<file path="src/design/fbfa_pkg.sv">
package fbfa_pkg;

  // field and register widths
  localparam int OP_W    = 2;
  localparam int IDX_W   = 8;
  localparam int ST_W    = 2;
  localparam int OFS_W   = 21;
  localparam int CAP_W   = 9;
  localparam int SIZE_W  = 13;
  localparam int ASZ_W   = SIZE_W + 1;
  localparam int CFG_W   = 13;
  localparam int CIDX_W  = 2;

  // operation codes
  localparam logic [OP_W-1:0] OP_ALLOC    = 2'd0;
  localparam logic [OP_W-1:0] OP_FREE     = 2'd1;
  localparam logic [OP_W-1:0] OP_FREE_ALL = 2'd2;

  // result status codes
  localparam logic [ST_W-1:0] ST_OK    = 2'd0;
  localparam logic [ST_W-1:0] ST_EMPTY = 2'd1;
  localparam logic [ST_W-1:0] ST_RANGE = 2'd2;

  // configuration register indexes
  localparam logic [CIDX_W-1:0] CFG_CAPACITY  = 2'd0;
  localparam logic [CIDX_W-1:0] CFG_RAW_BYTES = 2'd1;
  localparam logic [CIDX_W-1:0] CFG_ALIGNMENT = 2'd2;

  // configuration reset values
  localparam logic [CAP_W-1:0]  CAPACITY_RST  = 9'd256;
  localparam logic [SIZE_W-1:0] RAW_BYTES_RST = 13'd16;
  localparam logic [SIZE_W-1:0] ALIGNMENT_RST = 13'd8;
  // 16 rounded up to a multiple of 8
  localparam logic [ASZ_W-1:0]  ASIZE_RST     = 14'd16;

  typedef struct packed {
    logic load;
    logic exec;
    logic walk_init;
    logic walk_step;
  } cmd_t;

  typedef struct packed {
    logic [OP_W-1:0] op;
    logic            walk_done;
    logic            out_free;
  } sts_t;

endpackage

</file>
<file path="src/design/fbfa_size.sv">
module fbfa_size (
  input  logic                           clk,
  input  logic                           rst,
  input  logic                           start,
  input  logic [fbfa_pkg::SIZE_W-1:0]    raw_block_bytes,
  input  logic [fbfa_pkg::SIZE_W-1:0]    alignment_bytes,
  output logic                           busy,
  output logic [fbfa_pkg::ASZ_W-1:0]     aligned_size
);

  localparam int SW    = fbfa_pkg::SIZE_W;
  localparam int STEP_W = $clog2(SW + 1);

  logic [SW-1:0]     raw_q;
  logic [SW-1:0]     dvd;
  logic [SW-1:0]     dvs;
  logic [SW-1:0]     rem;
  logic [STEP_W-1:0] steps;
  logic [SW:0]       trial;

  // restoring remainder, one dividend bit per cycle
  assign trial = {rem, dvd[SW-1]};

  always_ff @(posedge clk) begin
    if (rst) begin
      busy         <= 1'b0;
      aligned_size <= fbfa_pkg::ASIZE_RST;
    end else if (start) begin
      busy  <= 1'b1;
      raw_q <= raw_block_bytes;
      dvd   <= raw_block_bytes;
      dvs   <= (alignment_bytes == '0) ? SW'(1) : alignment_bytes;
      rem   <= '0;
      steps <= STEP_W'(SW);
    end else if (busy) begin
      if (steps != '0) begin
        if (trial >= {1'b0, dvs}) begin
          rem <= SW'(trial - {1'b0, dvs});
        end else begin
          rem <= SW'(trial);
        end
        dvd   <= {dvd[SW-2:0], 1'b0};
        steps <= steps - STEP_W'(1);
      end else begin
        busy <= 1'b0;
        if (rem == '0) begin
          aligned_size <= fbfa_pkg::ASZ_W'(raw_q);
        end else begin
          aligned_size <= fbfa_pkg::ASZ_W'(raw_q) + fbfa_pkg::ASZ_W'(dvs)
                          - fbfa_pkg::ASZ_W'(rem);
        end
      end
    end
  end

endmodule

</file>
<file path="src/design/fbfa_ctrl.sv">
module fbfa_ctrl (
  input  logic           clk,
  input  logic           rst,
  input  logic           in_valid,
  input  logic           hold,
  input  fbfa_pkg::sts_t sts,
  output logic           in_stall,
  output fbfa_pkg::cmd_t cmd
);

  typedef enum logic [1:0] {S_IDLE, S_EXEC, S_WALK, S_DONE} state_t;

  state_t state;
  state_t state_next;

  assign in_stall = (state != S_IDLE) || hold;

  always_comb begin
    cmd        = '0;
    state_next = state;
    unique case (state)
      S_IDLE: begin
        if (in_valid && !hold) begin
          cmd.load   = 1'b1;
          state_next = S_EXEC;
        end
      end
      S_EXEC: begin
        if (sts.op == fbfa_pkg::OP_FREE_ALL) begin
          cmd.walk_init = 1'b1;
          state_next    = S_WALK;
        end else if (sts.out_free) begin
          cmd.exec   = 1'b1;
          state_next = S_IDLE;
        end
      end
      S_WALK: begin
        if (sts.walk_done) begin
          state_next = S_DONE;
        end else begin
          cmd.walk_step = 1'b1;
        end
      end
      S_DONE: begin
        if (sts.out_free) begin
          cmd.exec   = 1'b1;
          state_next = S_IDLE;
        end
      end
      default: state_next = S_IDLE;
    endcase
  end

  always_ff @(posedge clk) begin
    if (rst) begin
      state <= S_IDLE;
    end else begin
      state <= state_next;
    end
  end

endmodule

</file>
<file path="src/design/fbfa_dpath.sv">
module fbfa_dpath #(
  parameter int MAX_BLOCKS = 256
) (
  input  logic                          clk,
  input  logic                          rst,
  input  fbfa_pkg::cmd_t                cmd,
  output fbfa_pkg::sts_t                sts,
  input  logic [fbfa_pkg::OP_W-1:0]     opcode,
  input  logic [fbfa_pkg::IDX_W-1:0]    block_index,
  input  logic [fbfa_pkg::CAP_W-1:0]    capacity,
  input  logic [fbfa_pkg::ASZ_W-1:0]    aligned_size,
  input  logic                          out_stall,
  output logic                          out_valid,
  output logic [fbfa_pkg::ST_W-1:0]     status,
  output logic [fbfa_pkg::IDX_W-1:0]    alloc_index,
  output logic [fbfa_pkg::OFS_W-1:0]    alloc_offset
);

  localparam int BW     = $clog2(MAX_BLOCKS);
  localparam int CNT_W  = $clog2(MAX_BLOCKS + 1);
  localparam int PROD_W = BW + fbfa_pkg::ASZ_W;

  logic [fbfa_pkg::OP_W-1:0]  item_op;
  logic [fbfa_pkg::IDX_W-1:0] item_idx;
  logic [BW-1:0]              head;
  logic                       head_valid;
  logic [CNT_W-1:0]           cnt;
  logic [CNT_W-1:0]           eff_cap;
  logic                       in_range;
  logic [BW:0]                link_mem [MAX_BLOCKS];
  logic [BW:0]                rd_data;
  logic                       mem_we;
  logic [BW-1:0]              mem_addr;
  logic [PROD_W-1:0]          prod;
  logic                       do_alloc;
  logic                       do_free;

  always_comb begin
    if (32'(capacity) > 32'(MAX_BLOCKS)) begin
      eff_cap = CNT_W'(MAX_BLOCKS);
    end else begin
      eff_cap = CNT_W'(capacity);
    end
  end

  assign in_range = 32'(item_idx) < 32'(eff_cap);
  assign do_alloc = cmd.exec && (item_op == fbfa_pkg::OP_ALLOC) && head_valid;
  assign do_free  = cmd.exec && (item_op == fbfa_pkg::OP_FREE) && in_range;
  assign mem_we   = do_free || cmd.walk_step;
  assign mem_addr = cmd.walk_step ? cnt[BW-1:0] : BW'(item_idx);
  assign prod     = PROD_W'(head) * PROD_W'(aligned_size);

  assign sts.op        = item_op;
  assign sts.walk_done = (cnt == eff_cap);
  assign sts.out_free  = !out_valid || !out_stall;

  always_ff @(posedge clk) begin
    if (cmd.load) begin
      item_op  <= opcode;
      item_idx <= block_index;
    end
  end

  always_ff @(posedge clk) begin
    if (rst) begin
      head_valid <= 1'b0;
      head       <= '0;
      cnt        <= '0;
    end else if (cmd.walk_init) begin
      head_valid <= 1'b0;
      cnt        <= '0;
    end else if (cmd.walk_step) begin
      head       <= cnt[BW-1:0];
      head_valid <= 1'b1;
      cnt        <= cnt + CNT_W'(1);
    end else if (do_alloc) begin
      head       <= rd_data[BW-1:0];
      head_valid <= rd_data[BW];
    end else if (do_free) begin
      head       <= BW'(item_idx);
      head_valid <= 1'b1;
    end
  end

  always_ff @(posedge clk) begin
    if (mem_we) begin
      link_mem[mem_addr] <= {head_valid, head};
    end
  end

  always_ff @(posedge clk) begin
    rd_data <= link_mem[head];
  end

  always_ff @(posedge clk) begin
    if (rst) begin
      out_valid <= 1'b0;
    end else if (cmd.exec) begin
      out_valid <= 1'b1;
    end else if (!out_stall) begin
      out_valid <= 1'b0;
    end
  end

  always_ff @(posedge clk) begin
    if (cmd.exec) begin
      status       <= fbfa_pkg::ST_OK;
      alloc_index  <= '0;
      alloc_offset <= '0;
      unique case (item_op)
        fbfa_pkg::OP_ALLOC: begin
          if (head_valid) begin
            alloc_index  <= fbfa_pkg::IDX_W'(head);
            alloc_offset <= fbfa_pkg::OFS_W'(prod);
          end else begin
            status <= fbfa_pkg::ST_EMPTY;
          end
        end
        fbfa_pkg::OP_FREE: begin
          if (!in_range) begin
            status <= fbfa_pkg::ST_RANGE;
          end
        end
        default: begin
          status <= fbfa_pkg::ST_OK;
        end
      endcase
    end
  end

endmodule

</file>
<file path="src/design/fixed_block_free_list_allocator.sv">
// Fixed-size block pool allocator built around a LIFO free list: one link word per block in an
// on-chip link memory plus a head register. Allocate registers the link read at the head, then
// pops and forms index times aligned size; free all walks min(capacity, MAX_BLOCKS) link
// entries, writing one per cycle. A result sits in an output register, so an input transaction
// can be taken while the last result still waits; a result that is not taken holds the next
// one back. A write to the block size or alignment register starts a bit-serial remainder unit
// that rounds the size up; from such a write until the unit is done the input stays stalled.
// The list is empty after reset until a free or a free-all builds it. A capacity write only
// changes the free range check and the next free-all; blocks already on the list are still
// handed out. A double free is not caught.
module fixed_block_free_list_allocator #(
  parameter int MAX_BLOCKS = 256
) (
  input  logic                          clk,
  input  logic                          rst,
  // configuration write port
  input  logic                          cfg_we,
  input  logic [fbfa_pkg::CIDX_W-1:0]   cfg_index,
  input  logic [fbfa_pkg::CFG_W-1:0]    cfg_data,
  // request channel
  input  logic                          in_valid,
  output logic                          in_stall,
  input  logic [fbfa_pkg::OP_W-1:0]     opcode,
  input  logic [fbfa_pkg::IDX_W-1:0]    block_index,
  // result channel
  output logic                          out_valid,
  input  logic                          out_stall,
  output logic [fbfa_pkg::ST_W-1:0]     status,
  output logic [fbfa_pkg::IDX_W-1:0]    alloc_index,
  output logic [fbfa_pkg::OFS_W-1:0]    alloc_offset
);

  // configuration registers
  logic [fbfa_pkg::CAP_W-1:0]  capacity;
  logic [fbfa_pkg::SIZE_W-1:0] raw_block_bytes;
  logic [fbfa_pkg::SIZE_W-1:0] alignment_bytes;

  logic                        size_wr;
  logic                        size_start;
  logic                        sz_busy;
  logic [fbfa_pkg::ASZ_W-1:0]  aligned_size;
  logic                        hold;
  fbfa_pkg::cmd_t              cmd;
  fbfa_pkg::sts_t              sts;

  // a size or alignment write kicks off the rounding unit in the next cycle
  assign size_wr = cfg_we && ((cfg_index == fbfa_pkg::CFG_RAW_BYTES) ||
                              (cfg_index == fbfa_pkg::CFG_ALIGNMENT));

  always_ff @(posedge clk) begin
    if (rst) begin
      capacity        <= fbfa_pkg::CAPACITY_RST;
      raw_block_bytes <= fbfa_pkg::RAW_BYTES_RST;
      alignment_bytes <= fbfa_pkg::ALIGNMENT_RST;
      size_start      <= 1'b0;
    end else begin
      size_start <= size_wr;
      if (cfg_we) begin
        unique case (cfg_index)
          fbfa_pkg::CFG_CAPACITY:  capacity        <= cfg_data[fbfa_pkg::CAP_W-1:0];
          fbfa_pkg::CFG_RAW_BYTES: raw_block_bytes <= cfg_data;
          fbfa_pkg::CFG_ALIGNMENT: alignment_bytes <= cfg_data;
          default: ;  // unmapped index, write dropped
        endcase
      end
    end
  end

  // hold off new transactions while the aligned size is stale
  assign hold = sz_busy || size_start || size_wr;

  fbfa_size u_size (
    .clk             (clk),
    .rst             (rst),
    .start           (size_start),
    .raw_block_bytes (raw_block_bytes),
    .alignment_bytes (alignment_bytes),
    .busy            (sz_busy),
    .aligned_size    (aligned_size)
  );

  fbfa_ctrl u_ctrl (
    .clk      (clk),
    .rst      (rst),
    .in_valid (in_valid),
    .hold     (hold),
    .sts      (sts),
    .in_stall (in_stall),
    .cmd      (cmd)
  );

  fbfa_dpath #(
    .MAX_BLOCKS (MAX_BLOCKS)
  ) u_dpath (
    .clk          (clk),
    .rst          (rst),
    .cmd          (cmd),
    .sts          (sts),
    .opcode       (opcode),
    .block_index  (block_index),
    .capacity     (capacity),
    .aligned_size (aligned_size),
    .out_stall    (out_stall),
    .out_valid    (out_valid),
    .status       (status),
    .alloc_index  (alloc_index),
    .alloc_offset (alloc_offset)
  );

  // one transaction at a time: an accepted request blocks the next cycle
  a_one_at_a_time: assert property (@(posedge clk) disable iff (rst)
    (in_valid && !in_stall) |=> in_stall)
    else $error("request accepted back to back");

  // no request enters while the aligned size is being recomputed
  a_size_hold: assert property (@(posedge clk) disable iff (rst)
    sz_busy |-> in_stall)
    else $error("request accepted with stale aligned size");

  // only known status codes leave the block
  a_status_code: assert property (@(posedge clk) disable iff (rst)
    out_valid |-> (status == fbfa_pkg::ST_OK || status == fbfa_pkg::ST_EMPTY ||
                   status == fbfa_pkg::ST_RANGE))
    else $error("bad status code");

  // a failed transaction reports no block
  a_fail_zero: assert property (@(posedge clk) disable iff (rst)
    (out_valid && status != fbfa_pkg::ST_OK) |-> (alloc_index == '0 && alloc_offset == '0))
    else $error("failed transaction carries a block");

endmodule
</file>
<file path="config.mk">
export PLATFORM = sky130hd
export DESIGN_NAME = fixed_block_free_list_allocator
export DESIGN_NICKNAME = d
export VERILOG_FILES = /design/src/design/fbfa_pkg.sv /design/src/design/fbfa_size.sv /design/src/design/fbfa_ctrl.sv /design/src/design/fbfa_dpath.sv /design/src/design/fixed_block_free_list_allocator.sv
export SDC_FILE = /design/constraint.sdc
export NUM_CORES = 2
export LEC_CHECK = 0
export BUFFER_PORTS_ARGS = -buffer_cell sky130_fd_sc_hd__buf_2
export CORE_MARGIN = 1
export CORE_UTILIZATION = 53
export CTS_BUF_LIST = sky130_fd_sc_hd__clkbuf_4 sky130_fd_sc_hd__clkbuf_8
export DETAILED_ROUTE_END_ITERATION = 16
export PLACE_DENSITY_LB_ADDON = 0.08
export SLEW_MARGIN = 25
export SYNTH_ARGS = -nofsm -noshare
export SYNTH_HDL_FRONTEND = slang
export SYNTH_SLANG_ARGS = --single-unit
</file>
<file path="constraint.sdc">
create_clock -name clk -period 23.2 [get_ports clk]
set_input_delay 1.16 -clock clk [delete_from_list [all_inputs] [get_ports clk]]
set_output_delay 1.16 -clock clk [all_outputs]
set_load 0.03 [all_outputs]
</file>
==> metrics.md <==
| Metric | Value |
|---|---|
| Initial Utilization | `0.533` |
| Row cnt | `160` |
| Die X | `439 um` |
| First-pass GRT wire length | `351 mm` |
| Tmin final | `6600 ps` |
| CP Cell Sequence | `buf_4, buf_4, buf_4, buf_4, buf_12, mux4_2, mux4_2, a21oi_1, a21oi_1, nor3_1, nor3_1` |
| Hold crit path type | `input port to flop` |
| Post-CTS sizing | `0` |
| Post-route ant nets | `0` |
| GPL Wtd Cong | `0.833` |
| Vias | `50600` |
| Final slew viol count | `0` |
| Design area | `113000 um^2` |
| Maximum vdd drop | `70.7 uV` |
| Chip height | `439 um` |
| Syn Area/Cell | `19.6 um^2` |
| Count of different cell masters after synthesis | `73` |
| Worst-Margin Slew | `1070 ps` |
| Most common cell after layout, fill and taps aside | `edfxtp_1` |
| Area grow syn2layout | `10.9%` |
| Post-synth ARST share | `0` |
| Pre-CTS setup slack | `16380 ps` |
| Worst-path fanout max | `119` |
| Placed insts | `7562` |
| Worst Path Arrival | `7500 ps` |
| Placed cell area | `105000 um^2` |
| Commonest non-fill, non-tap cells in the layout | `edfxtp_1 (2401), mux4_2 (630), clkbuf_8 (425)` |
| Slowest CP cell | `buf_4` |
| I/O Pins | `63` |
| GRT Util Overall | `0.251` |
| Layout cells sized above 1 | `0.271` |
| Total Wirelength | `240 mm` |
| Synth Register Bits | `2482` |
| Drt drc | `0` |
| P per Cell Area | `81.5 nW/um^2` |
| Reg area | `73800 um^2` |
| CP Capture Type | `flop` |
| Fmax | `0.151 GHz` |
| Post-CTS setup buffer count | `0` |
| Post-synthesis sequential area ratio | `0.727` |
| Mapped cell area | `101000 um^2` |
| Worst-Skew Late Latency | `1080 ps` |
| Total chip power | `9170 uW` |
| RSZ-0062 raised after global routing | `false` |
| Die area | `193000 um^2` |
| NumNets Final | `5659` |
| TritonCTS clock tree | `done` |
| Max_slew headroom | `0.284` |
| TritonCTS Buffers | `411` |
| CTS Hold Bufs | `0` |
| CTS clk-pin slew, worst paths | `60 ps` |
| WS Path Type | `flop to flop` |
| Clock Skews | `80.4 ps` |
| Largest net degree at the start of global routing | `177` |
| Dpl hpwl | `141 mm` |
| Prevailing post-synth register cell | `edfxtp_1` |
| Max clock buf depth | `4` |
| Required @ worst endpoint | `24090 ps` |
| Gr ovfl total | `0` |
| Synth warn | `0` |
| IO Port Bufs | `62` |
| Syn Nets | `5376` |
| Worst stage delay on the critical path | `790 ps` |
| Clock Tree Root | `clkbuf_8` |
| Final setup vio count | `0` |
| Multi-input gate area | `26100 um^2` |
| Tcrit/Tclk final | `0.285` |
| Initial DRC count | `5225` |
| Core region area | `190000 um^2` |
| Clock sink total | `2482` |
| FILL cells | `13900` |
| Startpoint Class | `flop` |
| Cells after Synth | `5181` |
| Final hold viol count | `0` |
| Final setup TNS | `0 ps` |
| H-tree levels | `5` |
| Antenna violations before repair | `6` |
| Final worst setup slack | `16600 ps` |
| Via density | `6.10` |
| CP most frequent cell | `buf_4` |
| Number of flops mapped to enable cells by yosys | `2401` |
| DRT Pass-1 Iters | `6` |
| Layout Cells excl Fill | `8294` |
| Status | `completed` |
| Vias in the first global route | `50500` |
| Max cap viols | `0` |
| Drt wl/cell | `29.0 um` |
| P_leak | `0.0358 uW` |
==> through the flow <==
step	hold WS [ps]	util
floorplan	422	-
global placement	434	0.550
detailed placement	436	0.551
CTS	243	0.591
global route	284	0.592
finish	341	0.592
==> flip-flops by register name (all words and copies together), names as in the netlist <==
| name | cells |
|---|---|
| u_dpath.alloc_index | 8 |
| u_size.steps | 4 |
| u_dpath.item_op | 2 |
| capacity | 9 |
| u_size.rem | 13 |
| u_dpath.head | 8 |
| u_size.dvs | 13 |
| u_dpath.out_valid | 1 |
| u_dpath.rd_data | 9 |
| u_ctrl.state | 2 |
| alignment_bytes | 13 |
| raw_block_bytes | 13 |
| u_size.aligned_size | 14 |
| u_dpath.item_idx | 8 |
| u_dpath.cnt | 9 |
| size_start | 1 |
| u_dpath.link_mem | 2304 |
| u_dpath.status | 2 |
| u_dpath.alloc_offset | 21 |
| u_size.raw_q | 13 |
| u_size.dvd | 13 |
| u_size.busy | 1 |
| u_dpath.head_valid | 1 |
==> critical path, delay by kind of cell (launching register included) <==
kind	cells	cell delay, ps
AO/OA/AOI/OAI	2	360
buffers and inverters	5	3260
flip-flops	1	590
multiplexers	2	1130
AND/OR/NAND/NOR	2	850
==> layer usage <==
layer	track usage	vias up	wire length, um
met5	0	-	0
met4	0.0705	0	5790
met3	0.0521	384	17700
met2	0.379	1924	112000
met1	0.374	26700	105000
li1	-	21500	-
==> cell usage after synthesis (81+ instances only) <==
library cell / number / area (um^2)
a21oi_1: 118 / 591
and2_1: 97 / 607
buf_2: 101 / 505
clkbuf_1: 139 / 522
dfxtp_1: 81 / 1620
edfxtp_1: 2401 / 72100
fa_1: 85 / 1700
inv_1: 137 / 514
mux2i_1: 155 / 1550
mux4_2: 630 / 14200
nand2_1: 164 / 616
nor2_1: 390 / 1460
==> layout make-up <==
class,instances,share of cell area
Inverter,138,0.00460
Clock inverter,162,0.00754
Sequential cell,2482,0.656
Timing Repair Buffer,170,0.0113
Tap cell,2511,0.0279
Clock buffer,564,0.0613
Multi-Input combinational cell,2261,0.232
Antenna cell,6,0.000133
==> path summary, 6_finish.rpt <==
| path | from | to | slack (ps) | cells after the start |
|---|---|---|---|---|
| worst max register to register | u_dpath.head[0]$_SDFFE_PP0P_ | u_dpath.rd_data[1]$_DFF_P_ | 16600 | 11 |
| worst min-delay path | block_index[7] | u_dpath.item_idx[7]$_DFFE_PP_ | 340 | 1 |
| worst min register to register | raw_block_bytes[3]$_SDFFE_PP0P_ | u_size.raw_q[3]$_DFFE_PP_ | 430 | 0 |
| worst max-delay path | u_dpath.head[0]$_SDFFE_PP0P_ | u_dpath.rd_data[1]$_DFF_P_ | 16600 | 11 |
==> kinds of logic (layout without fill, tap and decap cells) <==
logic type	after synthesis	after routing	share of synthesized area
AO/OA/AOI/OAI	378	378	0.0261
XOR/XNOR	42	42	0.00363
adder cells (fa/ha/maj)	165	165	0.0266
buffers and inverters	438	1034	0.0191
flip-flops	2482	2482	0.727
multiplexers	820	820	0.159
other	0	6	0
AND/OR/NAND/NOR	856	856	0.0386
==> report_power, final <==
group,total [uW],switching [uW],internal [uW]
logic,511,326,185
registers,4980,34.0,4940
clock network,3680,1700,1980
(Power assumes the default switching activity.)
